File: src/rtl/ssc_pkg.sv
// ---------------------------------------------------------------------------
// ssc_pkg
// Types, constants and commutation tables for the six-step start-up block.
// ---------------------------------------------------------------------------
package ssc_pkg;

  localparam int unsigned PERIOD_W = 16;
  localparam int unsigned RAMP_W   = 8;
  localparam int unsigned STEP_W   = 3;
  localparam int unsigned GATE_W   = 6;
  localparam int unsigned CFG_IDX_W = 2;
  localparam int unsigned CFG_DATA_W = 16;
  localparam int unsigned IN_DATA_W  = 8;
  localparam int unsigned OUT_DATA_W = 16;

  // Register indexes on the configuration port
  localparam logic [CFG_IDX_W-1:0] CFG_START_PERIOD  = 2'd0;
  localparam logic [CFG_IDX_W-1:0] CFG_MIN_PERIOD    = 2'd1;
  localparam logic [CFG_IDX_W-1:0] CFG_RAMP_INTERVAL = 2'd2;

  // Reset values
  localparam logic [PERIOD_W-1:0] RST_START_PERIOD  = 16'd1000;
  localparam logic [PERIOD_W-1:0] RST_MIN_PERIOD    = 16'd50;
  localparam logic [RAMP_W-1:0]   RST_RAMP_INTERVAL = 8'd200;

  localparam logic [STEP_W-1:0] STEP_FIRST = 3'd1;
  localparam logic [STEP_W-1:0] STEP_LAST  = 3'd6;
  localparam logic [STEP_W-1:0] STEP_WRAP  = 3'd7;

  // Gate bit positions inside the internal gate word
  localparam int unsigned G_HA = 5;
  localparam int unsigned G_LA = 4;
  localparam int unsigned G_HB = 3;
  localparam int unsigned G_LB = 2;
  localparam int unsigned G_HC = 1;
  localparam int unsigned G_LC = 0;

  localparam logic [GATE_W-1:0] GATES_OFF = 6'b000000;
  localparam logic [GATE_W-1:0] GATE_LOWS = 6'b010101;

  typedef struct packed {
    logic [GATE_W-1:0] gates;
    logic [STEP_W-1:0] step;
    logic              handoff;
  } status_t;

  // Commutation pattern, HA LA HB LB HC LC from the top bit down
  function automatic logic [GATE_W-1:0] pattern_of(input logic [STEP_W-1:0] s);
    logic [GATE_W-1:0] p;
    case (s)
      3'd1:    p = 6'b110100;
      3'd2:    p = 6'b110001;
      3'd3:    p = 6'b001101;
      3'd4:    p = 6'b011100;
      3'd5:    p = 6'b010011;
      3'd6:    p = 6'b000111;
      default: p = GATES_OFF;
    endcase
    return p;
  endfunction

  // Low-side gates chopped in each step
  function automatic logic [GATE_W-1:0] chop_of(input logic [STEP_W-1:0] s);
    logic [GATE_W-1:0] m;
    case (s)
      3'd1, 3'd4: m = 6'b010100;
      3'd2, 3'd5: m = 6'b010001;
      3'd3, 3'd6: m = 6'b000101;
      default:    m = GATES_OFF;
    endcase
    return m;
  endfunction

endpackage

File: src/rtl/ssc_core.sv
// ---------------------------------------------------------------------------
// ssc_core
// Start-up state: ramp, chop and commutation counters, at most one tick per update.
// ---------------------------------------------------------------------------
module ssc_core (
  input  logic                             clk,
  input  logic                             rst_n,
  input  logic                             cfg_we,
  input  logic [ssc_pkg::CFG_IDX_W-1:0]    cfg_index,
  input  logic [ssc_pkg::CFG_DATA_W-1:0]   cfg_wdata,
  input  logic                             upd,
  input  logic                             tick,
  output ssc_pkg::status_t                 status_nxt
);

  logic [ssc_pkg::PERIOD_W-1:0] start_period_r, min_period_r;
  logic [ssc_pkg::RAMP_W-1:0]   ramp_interval_r;

  logic [ssc_pkg::PERIOD_W-1:0] elapsed_r, elapsed_nxt;
  logic [ssc_pkg::RAMP_W-1:0]   ramp_r, ramp_nxt;
  logic [ssc_pkg::PERIOD_W-1:0] period_r, period_nxt;
  logic                         handoff_r, handoff_nxt;
  logic [ssc_pkg::PERIOD_W-1:0] chop_r, chop_nxt;
  logic [ssc_pkg::STEP_W-1:0]   step_r, step_nxt;
  logic [ssc_pkg::GATE_W-1:0]   gates_r, gates_nxt;

  logic [ssc_pkg::PERIOD_W-1:0] elapsed_inc, period_dec, chop_inc;
  logic [ssc_pkg::RAMP_W-1:0]   ramp_inc;
  logic [ssc_pkg::STEP_W-1:0]   step_inc;
  logic                         step_ok;
  logic [ssc_pkg::GATE_W-1:0]   gates_chop;

  always_comb begin
    elapsed_inc = elapsed_r + 16'd1;
    ramp_inc    = ramp_r + 8'd1;
    period_dec  = period_r - 16'd1;
    chop_inc    = chop_r + 16'd1;
    step_inc    = step_r + 3'd1;
    step_ok     = (step_r >= ssc_pkg::STEP_FIRST) && (step_r <= ssc_pkg::STEP_LAST);

    elapsed_nxt = elapsed_r;
    ramp_nxt    = ramp_r;
    period_nxt  = period_r;
    handoff_nxt = handoff_r;
    chop_nxt    = chop_r;
    step_nxt    = step_r;
    gates_nxt   = gates_r;
    gates_chop  = gates_r;

    if (tick) begin
      elapsed_nxt = elapsed_inc;
      ramp_nxt    = ramp_inc;

      // period ramp
      if (ramp_inc >= ramp_interval_r) begin
        ramp_nxt = '0;
        if (period_dec <= min_period_r) begin
          period_nxt  = min_period_r;
          handoff_nxt = 1'b1;
        end else begin
          period_nxt = period_dec;
        end
      end

      // low-side chopping, before any commutation in this tick
      if (handoff_nxt) begin
        chop_nxt = chop_inc;
        if (chop_inc >= (min_period_r >> 2)) begin
          chop_nxt = '0;
          if (step_ok) begin
            gates_chop = (gates_r & ~ssc_pkg::GATE_LOWS)
                       | (~gates_r & ssc_pkg::chop_of(step_r));
          end
        end
      end
      gates_nxt = gates_chop;

      // commutation
      if (elapsed_inc >= period_nxt) begin
        elapsed_nxt = '0;
        if (step_ok) begin
          gates_nxt = ssc_pkg::pattern_of(step_r);
          step_nxt  = (step_inc >= ssc_pkg::STEP_WRAP) ? ssc_pkg::STEP_FIRST : step_inc;
        end else begin
          step_nxt = ssc_pkg::STEP_FIRST;
        end
      end
    end

    status_nxt.gates   = gates_nxt;
    status_nxt.step    = step_nxt;
    status_nxt.handoff = handoff_nxt;
  end

  always_ff @(posedge clk) begin
    if (!rst_n) begin
      start_period_r  <= ssc_pkg::RST_START_PERIOD;
      min_period_r    <= ssc_pkg::RST_MIN_PERIOD;
      ramp_interval_r <= ssc_pkg::RST_RAMP_INTERVAL;
      elapsed_r       <= '0;
      ramp_r          <= '0;
      period_r        <= ssc_pkg::RST_START_PERIOD;
      handoff_r       <= 1'b0;
      chop_r          <= '0;
      step_r          <= ssc_pkg::STEP_FIRST;
      gates_r         <= ssc_pkg::GATES_OFF;
    end else if (cfg_we) begin
      unique case (cfg_index)
        ssc_pkg::CFG_START_PERIOD: begin
          start_period_r <= cfg_wdata;
          period_r       <= cfg_wdata;
        end
        ssc_pkg::CFG_MIN_PERIOD:    min_period_r    <= cfg_wdata;
        ssc_pkg::CFG_RAMP_INTERVAL: ramp_interval_r <= cfg_wdata[ssc_pkg::RAMP_W-1:0];
        default: ;
      endcase
    end else if (upd) begin
      elapsed_r <= elapsed_nxt;
      ramp_r    <= ramp_nxt;
      period_r  <= period_nxt;
      handoff_r <= handoff_nxt;
      chop_r    <= chop_nxt;
      step_r    <= step_nxt;
      gates_r   <= gates_nxt;
    end
  end

endmodule

File: src/rtl/six_step_startup_commutator_top.sv
// ---------------------------------------------------------------------------
// six_step_startup_commutator_top
// Open-loop six-step BLDC start-up: period ramp, commutation and chopping.
// ---------------------------------------------------------------------------
//  channel | dir | beat contents
//  --------+-----+---------------------------------------------------------
//  in_     | in  | tick (tdata[0])
//  out_    | out | gate drives, step_now, handed_off (see out_tdata)
//  cfg_    | in  | register write: 0 start_period, 1 min_period, 2 ramp_interval
//
//  One beat per clock sustained while out_tready stays high. A beat is taken
//  into the input register, is applied to the start-up state on leaving it,
//  and the result is held in the output register, which raises out_tvalid.
//  in_tready stays high while the output register is stalled only as long as
//  the input register is empty; the ready path is a short combinational chain.
//  rst_n (synchronous) clears both stages, all counters and the registers
//  to their reset values. Write configuration only with both stages empty.
// ---------------------------------------------------------------------------
module six_step_startup_commutator_top (
  input  logic                              clk,
  input  logic                              rst_n,
  // input stream
  input  logic                              in_tvalid,
  output logic                              in_tready,
  input  logic [ssc_pkg::IN_DATA_W-1:0]     in_tdata,   // [0] tick, [7:1] zero
  // result stream
  output logic                              out_tvalid,
  input  logic                              out_tready,
  output logic [ssc_pkg::OUT_DATA_W-1:0]    out_tdata,  // [0] high_a [1] low_a
                                                        // [2] high_b [3] low_b
                                                        // [4] high_c [5] low_c
                                                        // [8:6] step_now
                                                        // [9] handed_off, [15:10] 0
  // configuration writes
  input  logic                              cfg_we,
  input  logic [ssc_pkg::CFG_IDX_W-1:0]     cfg_index,
  input  logic [ssc_pkg::CFG_DATA_W-1:0]    cfg_wdata
);

  logic             s1_valid_r;
  logic             s1_tick_r;
  logic             out_valid_r;
  ssc_pkg::status_t out_stat_r;
  ssc_pkg::status_t status_nxt;
  logic             adv;

  // stage 1 moves on whenever the output register is free or being drained
  assign adv       = s1_valid_r && (!out_valid_r || out_tready);
  assign in_tready = !s1_valid_r || adv;

  ssc_core u_core (
    .clk        (clk),
    .rst_n      (rst_n),
    .cfg_we     (cfg_we),
    .cfg_index  (cfg_index),
    .cfg_wdata  (cfg_wdata),
    .upd        (adv),
    .tick       (s1_tick_r),
    .status_nxt (status_nxt)
  );

  always_ff @(posedge clk) begin
    if (!rst_n) begin
      s1_valid_r  <= 1'b0;
      out_valid_r <= 1'b0;
    end else begin
      if (in_tready) s1_valid_r <= in_tvalid;
      if (adv)                        out_valid_r <= 1'b1;
      else if (out_tready)            out_valid_r <= 1'b0;
    end
  end

  // payload, no reset needed
  always_ff @(posedge clk) begin
    if (in_tready && in_tvalid) s1_tick_r  <= in_tdata[0];
    if (adv)                    out_stat_r <= status_nxt;
  end

  assign out_tvalid = out_valid_r;
  assign out_tdata  = {6'b000000,
                       out_stat_r.handoff,
                       out_stat_r.step,
                       out_stat_r.gates[ssc_pkg::G_LC],
                       out_stat_r.gates[ssc_pkg::G_HC],
                       out_stat_r.gates[ssc_pkg::G_LB],
                       out_stat_r.gates[ssc_pkg::G_HB],
                       out_stat_r.gates[ssc_pkg::G_LA],
                       out_stat_r.gates[ssc_pkg::G_HA]};

endmodule

File: config.mk
export PLATFORM = sky130hd
export DESIGN_NAME = six_step_startup_commutator_top
export DESIGN_NICKNAME = d
export VERILOG_FILES = /design/src/rtl/ssc_pkg.sv /design/src/rtl/ssc_core.sv /design/src/rtl/six_step_startup_commutator_top.sv
export SDC_FILE = /design/constraint.sdc
export NUM_CORES = 1
export LEC_CHECK = 0
export ABC_AREA = 1
export BUFFER_PORTS_ARGS = -buffer_cell sky130_fd_sc_hd__buf_2
export CAP_MARGIN = 20
export CELL_PAD_IN_SITES_DETAIL_PLACEMENT = 1
export CELL_PAD_IN_SITES_GLOBAL_PLACEMENT = 2
export CORE_MARGIN = 3
export CORE_UTILIZATION = 38
export DETAILED_ROUTE_END_ITERATION = 16
export PLACE_DENSITY = 0.9
export SYNTH_ARGS = -nofsm -noshare
export SYNTH_HDL_FRONTEND = slang
export SYNTH_SLANG_ARGS = --single-unit
File: constraint.sdc
create_clock -name clk -period 12.1 [get_ports clk]
set_input_delay 1.21 -clock clk [delete_from_list [all_inputs] [get_ports clk]]
set_output_delay 1.21 -clock clk [all_outputs]
set_load 0.1 [all_outputs]
==> results of run 1 <==
[cells by family after synthesis]
kind of cell / after synthesis / share of synthesized area
compound gates: 213 / 0.191
other cells: 1 / 0.000553
simple gates: 338 / 0.223
flops: 103 / 0.320
fa+ha+maj: 64 / 0.118
xor+xnor: 41 / 0.0530
buf+inv: 159 / 0.0941
[worst max-delay path: cells and delay by family (launching register included)]
| family | cells | cell delay (ps) |
|---|---|---|
| fa+ha+maj | 3 | 840 |
| simple gates | 17 | 2760 |
| xor+xnor | 1 | 170 |
| compound gates | 5 | 740 |
| flops | 1 | 360 |
| buf+inv | 4 | 520 |
[metal layers]
layer | routed length [µm] | vias up
met5 | 0 | -
met1 | 8570 | 2888
li1 | - | 3089
met3 | 390 | 16
met2 | 8740 | 49
met4 | 204 | 0
[stage by stage]
step	power [mW]	cell area (µm²)
after CTS	0.770	7400
after global placement	0.483	7130
after global routing	0.799	7400
final	0.759	7400
after detailed placement	0.486	7130
after floorplan	0.457	6800
[final timing paths]
path              cells past startpoint  slack (ps)           startpoint                  end
hold reg to reg                       2         470  u_core.elapsed_r[4]  u_core.elapsed_r[4]
setup / recovery                     30        6630   u_core.period_r[0]    u_core.gates_r[3]
hold / removal                        2         470  u_core.elapsed_r[4]  u_core.elapsed_r[4]
setup reg to reg                     30        6630   u_core.period_r[0]    u_core.gates_r[3]
[layout make-up]
type,instances,area share
tap,225,0.0380
multi-input combinational,662,0.539
sequential,103,0.294
clock buffer,10,0.0309
timing repair buffer,39,0.0277
clock inverter,6,0.00592
inverter,128,0.0649
[cell usage in the layout, fill, tap and decap left out, types with 7 or more instances in the layout]
| cell type | instances |
|---|---|
| o221ai_1 | 9 |
| dfxtp_1 | 92 |
| nor2_1 | 74 |
| inv_2 | 7 |
| a22oi_1 | 12 |
| o211ai_1 | 16 |
| nand2_1 | 179 |
| nand3_1 | 38 |
| xnor2_1 | 19 |
| edfxtp_1 | 11 |
| o21ai_0 | 43 |
| inv_1 | 119 |
| nand2_2 | 9 |
| clkbuf_16 | 9 |
| ha_1 | 64 |
| a21oi_1 | 96 |
| a22oi_2 | 7 |
| buf_2 | 35 |
| xor2_1 | 22 |
[state kept, by name (all words and copies together) (netlist names)]
name,cells
u_core.ramp_r,8
s1_tick_r,1
u_core.chop_r,16
u_core.elapsed_r,16
out_tdata,10
u_core.gates_r,6
out_tvalid,1
u_core.handoff_r,1
s1_valid_r,1
u_core.period_r,16
u_core.ramp_interval_r,8
u_core.step_r,3
u_core.min_period_r,16
[power breakdown]
part / internal [mW] / switching, mW
clock: 0.141 / 0.140
sequential: 0.355 / 0.00865
combinational: 0.0332 / 0.0809
==> results.sh, run 1 <==
export IMPL_synthMostInstantiatedCell="nand2_1"
export IMPL_gpl_final_weighted_congestion=0.789
export IMPL_grt_use_total=0.190
export IMPL_yosys_area_top_type_share=0.272
export IMPL_insertedDiodeCount=0
export IMPL_cts_hold_buffers_added=0
export IMPL_die_width_um=140
export IMPL_timing_final_crit_period_ps=5470
export IMPL_routed_via_count=6042
export IMPL_clk_pin_slew_worst_paths_ps=80
export IMPL_nFillCells=2229
export IMPL_design_core_area_mm2=0.0174
export IMPL_critPathArrivalTime_ps=5730
export IMPL_wirelength_um=17900
export IMPL_critPathRequiredTime_ps=12350
export IMPL_post_cts_setup_inserts=0
export IMPL_clock_sinks=103
export IMPL_place_hpwl_um=13600
export IMPL_slew_viol_final=0
export IMPL_clock_tree_root="clkbuf_16"
export IMPL_critical_path_most_common_cell="nand2_1"
export IMPL_core_rowCount=48
export IMPL_vias_in_the_first_global_route=6198
export IMPL_post_synth_main_area_contributors="dfxtp_1 (27%), ha_1 (12%), nand2_1 (9.9%)"
export IMPL_fin_ws_ps=6630
export IMPL_tritoncts="built"
export IMPL_leakage_dissipation_nw=3.26
export IMPL_dieHeight_um=140
export IMPL_clk_latency_ps=360
export IMPL_syn_to_final_growth_pct=9.15
export IMPL_count_of_flip_flops_with_a_built_in_enable_after_synthesis=11
export IMPL_final_setup_viol_count=0
export IMPL_post_drt_via_cell_ratio=5.15
export IMPL_max_cap_viol_count=0
export IMPL_io_buffers=35
export IMPL_met1_demand_to_capacity_share_in_global_routing=0.244
export IMPL_drive_gt1_frac=0.107
export IMPL_synth_largest_area_cell="dfxtp_1"
export IMPL_average_instance_area_after_synthesis_um2=7.38
export IMPL_timing_hold_ws_ps=474
export IMPL_grt_pass1_wl_um=30600
export IMPL_setup_tns_ps=0
export IMPL_most_used_routing_layer="met2"
export IMPL_boundaryPins=49
export IMPL_cts_max_level=3
export IMPL_ys_seq_area_frac=0.320
export IMPL_yosysUniqueCellTypes=47
export IMPL_global_route_usage_met2=0.337
export IMPL_nets=1038
export IMPL_place_inst=1157
export IMPL_cts_buffers_inserted=9
export IMPL_cts_buffer_depth=2
export IMPL_drt_drc_violations_left=0
export IMPL_stdcell_count=1173
export IMPL_timing_worst_setup_path_type="reg2reg"
export IMPL_multi_input_comb_area_mm2=0.00399
export IMPL_synthesis_yosys_warnings=0
export IMPL_fin_util=0.426
export IMPL_wl_per_cell_um=15.3
export IMPL_achievable_frequency_mhz=183
export IMPL_p_per_area_mw_per_mm2=103
export IMPL_layout_worst_path_cycle_share=0.452
export IMPL_sequential_cell_area_mm2=0.00217
export IMPL_initial_drc_count=289
export IMPL_tightest_slew_ps=702
export IMPL_outcome="finished, final reports clean"
export IMPL_worst_path_max_delay_cell="nand2_1"
export IMPL_cp_slowest_stage_delay_ps=420
export IMPL_grt_start_max_net_pins=43
export IMPL_design_die_area_mm2=0.0195
export IMPL_drt_pass1_iter_count=4
export IMPL_end_kind="register"
export IMPL_worstHoldPathType="reg2reg"
export IMPL_worst_slew_margin_rel=0.531
export IMPL_ctsResizeCount=0
export IMPL_globalRouteMet3Util=0.0268
export IMPL_synthesis_instances=919
export IMPL_antenna_found_initial=0
export IMPL_irDropWorstVdd_mv=0.0712
export IMPL_dpl_worst_slack_ps=6640
export IMPL_globalRouteOverflowTotal=0
export IMPL_route_antenna_remaining_nets=0
export IMPL_clock_skew_ps=8.65
export IMPL_share_of_async_settable_or_async_resettable_flops_after_synthesis=0
export IMPL_cp_max_fo=14
export IMPL_worst_setup_path_start_kind="register"
export IMPL_synth_ff_latch_count=103
export IMPL_initial_utilization=0.391
export IMPL_ys_flop_type="dfxtp_1"
export IMPL_synthesis_area_mm2=0.00678
export IMPL_rsz0062_at_grt="no"
export IMPL_synth_common_cells="nand2_1 (179), inv_1 (119), a21oi_1 (96), dfxtp_1 (92), nor2_1 (74)"
export IMPL_hold_violations=0
Note: power is estimated with default switching activity, not from simulation.
==> run 2: changes to the inputs <==
Settings changed: CORE_UTILIZATION 38 to 36, PLACE_DENSITY 0.9 to 0.86.
Clock period 12.1 ns to 5.39 ns, I/O delays scaled along.
==> run 2 against run 1 <==
  * Sequential power up 120%
  * Clock-buffer cell count unchanged
  * Clock power grew 130%
  * Sequential share of layout area fell by 0.24 points
  * Cell count increased by 0.77%
  * Worst hold slack lost 120 ps
  * Largest power group unchanged
==> results.sh, run 2 (synthesis gave the netlist of run 1 again) <==
export IMPL_clk_pin_slew_worst_paths_ps=80
export IMPL_max_cap_viol_count=0
export IMPL_cts_hold_buffers_added=0
export IMPL_final_setup_viol_count=0
export IMPL_nets=1043
export IMPL_timing_worst_setup_path_type="reg2reg"
export IMPL_die_width_um=143
export IMPL_clock_sinks=103
export IMPL_post_drt_via_cell_ratio=5.15
export IMPL_cp_max_fo=12
export IMPL_worst_setup_path_start_kind="register"
export IMPL_dpl_worst_slack_ps=339
export IMPL_cts_buffer_depth=2
export IMPL_critPathArrivalTime_ps=5030
export IMPL_place_inst=1165
export IMPL_end_kind="register"
export IMPL_core_rowCount=49
export IMPL_drive_gt1_frac=0.113
export IMPL_dieHeight_um=143
export IMPL_clock_tree_root="clkbuf_16"
export IMPL_grt_pass1_wl_um=30200
export IMPL_boundaryPins=49
export IMPL_leakage_dissipation_nw=3.28
export IMPL_initial_utilization=0.372
export IMPL_stdcell_count=1182
export IMPL_globalRouteOverflowTotal=0
export IMPL_worst_hold_path_num_cells=1
export IMPL_clock_skew_ps=8.95
export IMPL_setup_tns_ps=0
export IMPL_route_antenna_remaining_nets=0
export IMPL_design_core_area_mm2=0.0182
export IMPL_intPower_mw=1.19
export IMPL_insertedDiodeCount=0
export IMPL_clk_latency_ps=360
export IMPL_worst_slew_margin_rel=0.337
export IMPL_initial_drc_count=260
export IMPL_power_total_mw=1.71
export IMPL_vias_in_the_first_global_route=6077
export IMPL_worstHoldPathType="in2reg"
export IMPL_most_common_cell_after_layout_fill_and_taps_aside="nand2_1"
export IMPL_power_sequential_fraction=0.476
export IMPL_critPathRequiredTime_ps=5500
export IMPL_gpl_final_weighted_congestion=0.795
export IMPL_wirelength_um=18500
export IMPL_highest_count_cells_in_the_layout_ignoring_fill_and_taps="nand2_1 (179), inv_1 (119), a21oi_1 (96)"
export IMPL_switching_power_uw=525
export IMPL_outcome="finished, final reports clean"
export IMPL_cts_max_level=3
export IMPL_timing_hold_ws_ps=355
export IMPL_routed_via_count=6091
export IMPL_worstRegToRegCells=26
export IMPL_p_per_area_mw_per_mm2=230
export IMPL_post_cts_setup_inserts=0
export IMPL_achievable_frequency_mhz=203
export IMPL_irDropWorstVdd_mv=0.137
export IMPL_wl_per_cell_um=15.6
export IMPL_timing_final_crit_period_ps=4920
export IMPL_syn_to_final_growth_pct=10.1
export IMPL_layout_worst_path_cycle_share=0.912
export IMPL_slew_viol_final=0
export IMPL_clock_power_share=0.372
export IMPL_combinationalPowerShare=0.151
export IMPL_tightest_slew_ps=994
export IMPL_cts_buffers_inserted=9
export IMPL_drt_drc_violations_left=0
export IMPL_fin_ws_ps=474
export IMPL_hold_violations=0
export IMPL_design_die_area_mm2=0.0205
export IMPL_antenna_found_initial=0
export IMPL_place_hpwl_um=13900
export IMPL_drt_pass1_iter_count=4
export IMPL_grt_use_total=0.184
export IMPL_grt_start_max_net_pins=53
export IMPL_tritoncts="built"
export IMPL_power_switching_fraction=0.306
export IMPL_io_buffers=35
==> run 2: timing repair <==
action,CTS,global route
setup endpoints to repair,0,26
resized for setup,0,4
hold endpoints to repair,0,0
==> run 2: path summary, 6_finish.rpt <==
path	slack, ps	from	endpoint
setup reg to reg	470	u_core.period_r[0]	out_tdata[8]
setup / recovery	470	u_core.period_r[0]	out_tdata[8]
hold / removal	350	in_tdata[0]	s1_tick_r
hold reg to reg	470	u_core.elapsed_r[4]	u_core.elapsed_r[4]
==> run 2: power by group through the flow <==
stage          Clock (mW)  Sequential (mW)  Combinational (mW)
2_1_floorplan           0            0.854               0.171
3_3_place_gp            0            0.834               0.253
3_5_place_dp            0            0.834               0.259
4_1_cts             0.658            0.816               0.261
5_1_grt             0.688            0.819               0.292
6_report            0.638            0.816               0.259
==> run 2: stage by stage <==
stage               cell area (µm²)  utilization
finish                         7460        0.410
global route                   7460        0.410
CTS                            7440        0.409
detailed placement             7160        0.393
global placement               7160        0.393
floorplan                      6800            -
==> run 2: cell type report <==
class	count	area, µm²
fillers	2304	10700
multi-input cells	663	4010
flip-flops and latches	103	2170
inverters	128	484
well taps	229	287
repair buffers	43	235
clock buffers	10	229
clock inverters	6	47.5
==> run 2: routing by layer <==
metal | routed length (µm) | up-vias | share of wire | GRT usage
li1 | - | 3109 | - | -
met1 | 8800 | 2895 | 0.48 | 0.236
met2 | 8910 | 71 | 0.48 | 0.327
met3 | 493 | 16 | 0.027 | 0.0198
met4 | 246 | 0 | 0.013 | 0.0505
met5 | 0 | - | 0 | 0
==> run 2: critical path, cell delays in order (launching register included) <==
cell     delay (ps)
dfxtp_1         360
inv_1           110
ha_1            190
nand2_1         160
nor3_1          390
nand4_1         170
xor2_1          160
inv_1            80
ha_1            290
nand4_1         130
nor2_2          160
nand2_1          70
nand2_1          90
nand2_1          60
nand2_1         120
buf_4           220
o22ai_1          90
a21oi_1         290
ha_1            310
a21oi_1         140
o21ai_0         100
a21oi_1         140
nand3_1         190
nand2_1         260
nor2_2          100
a22oi_1         240
inv_1            60
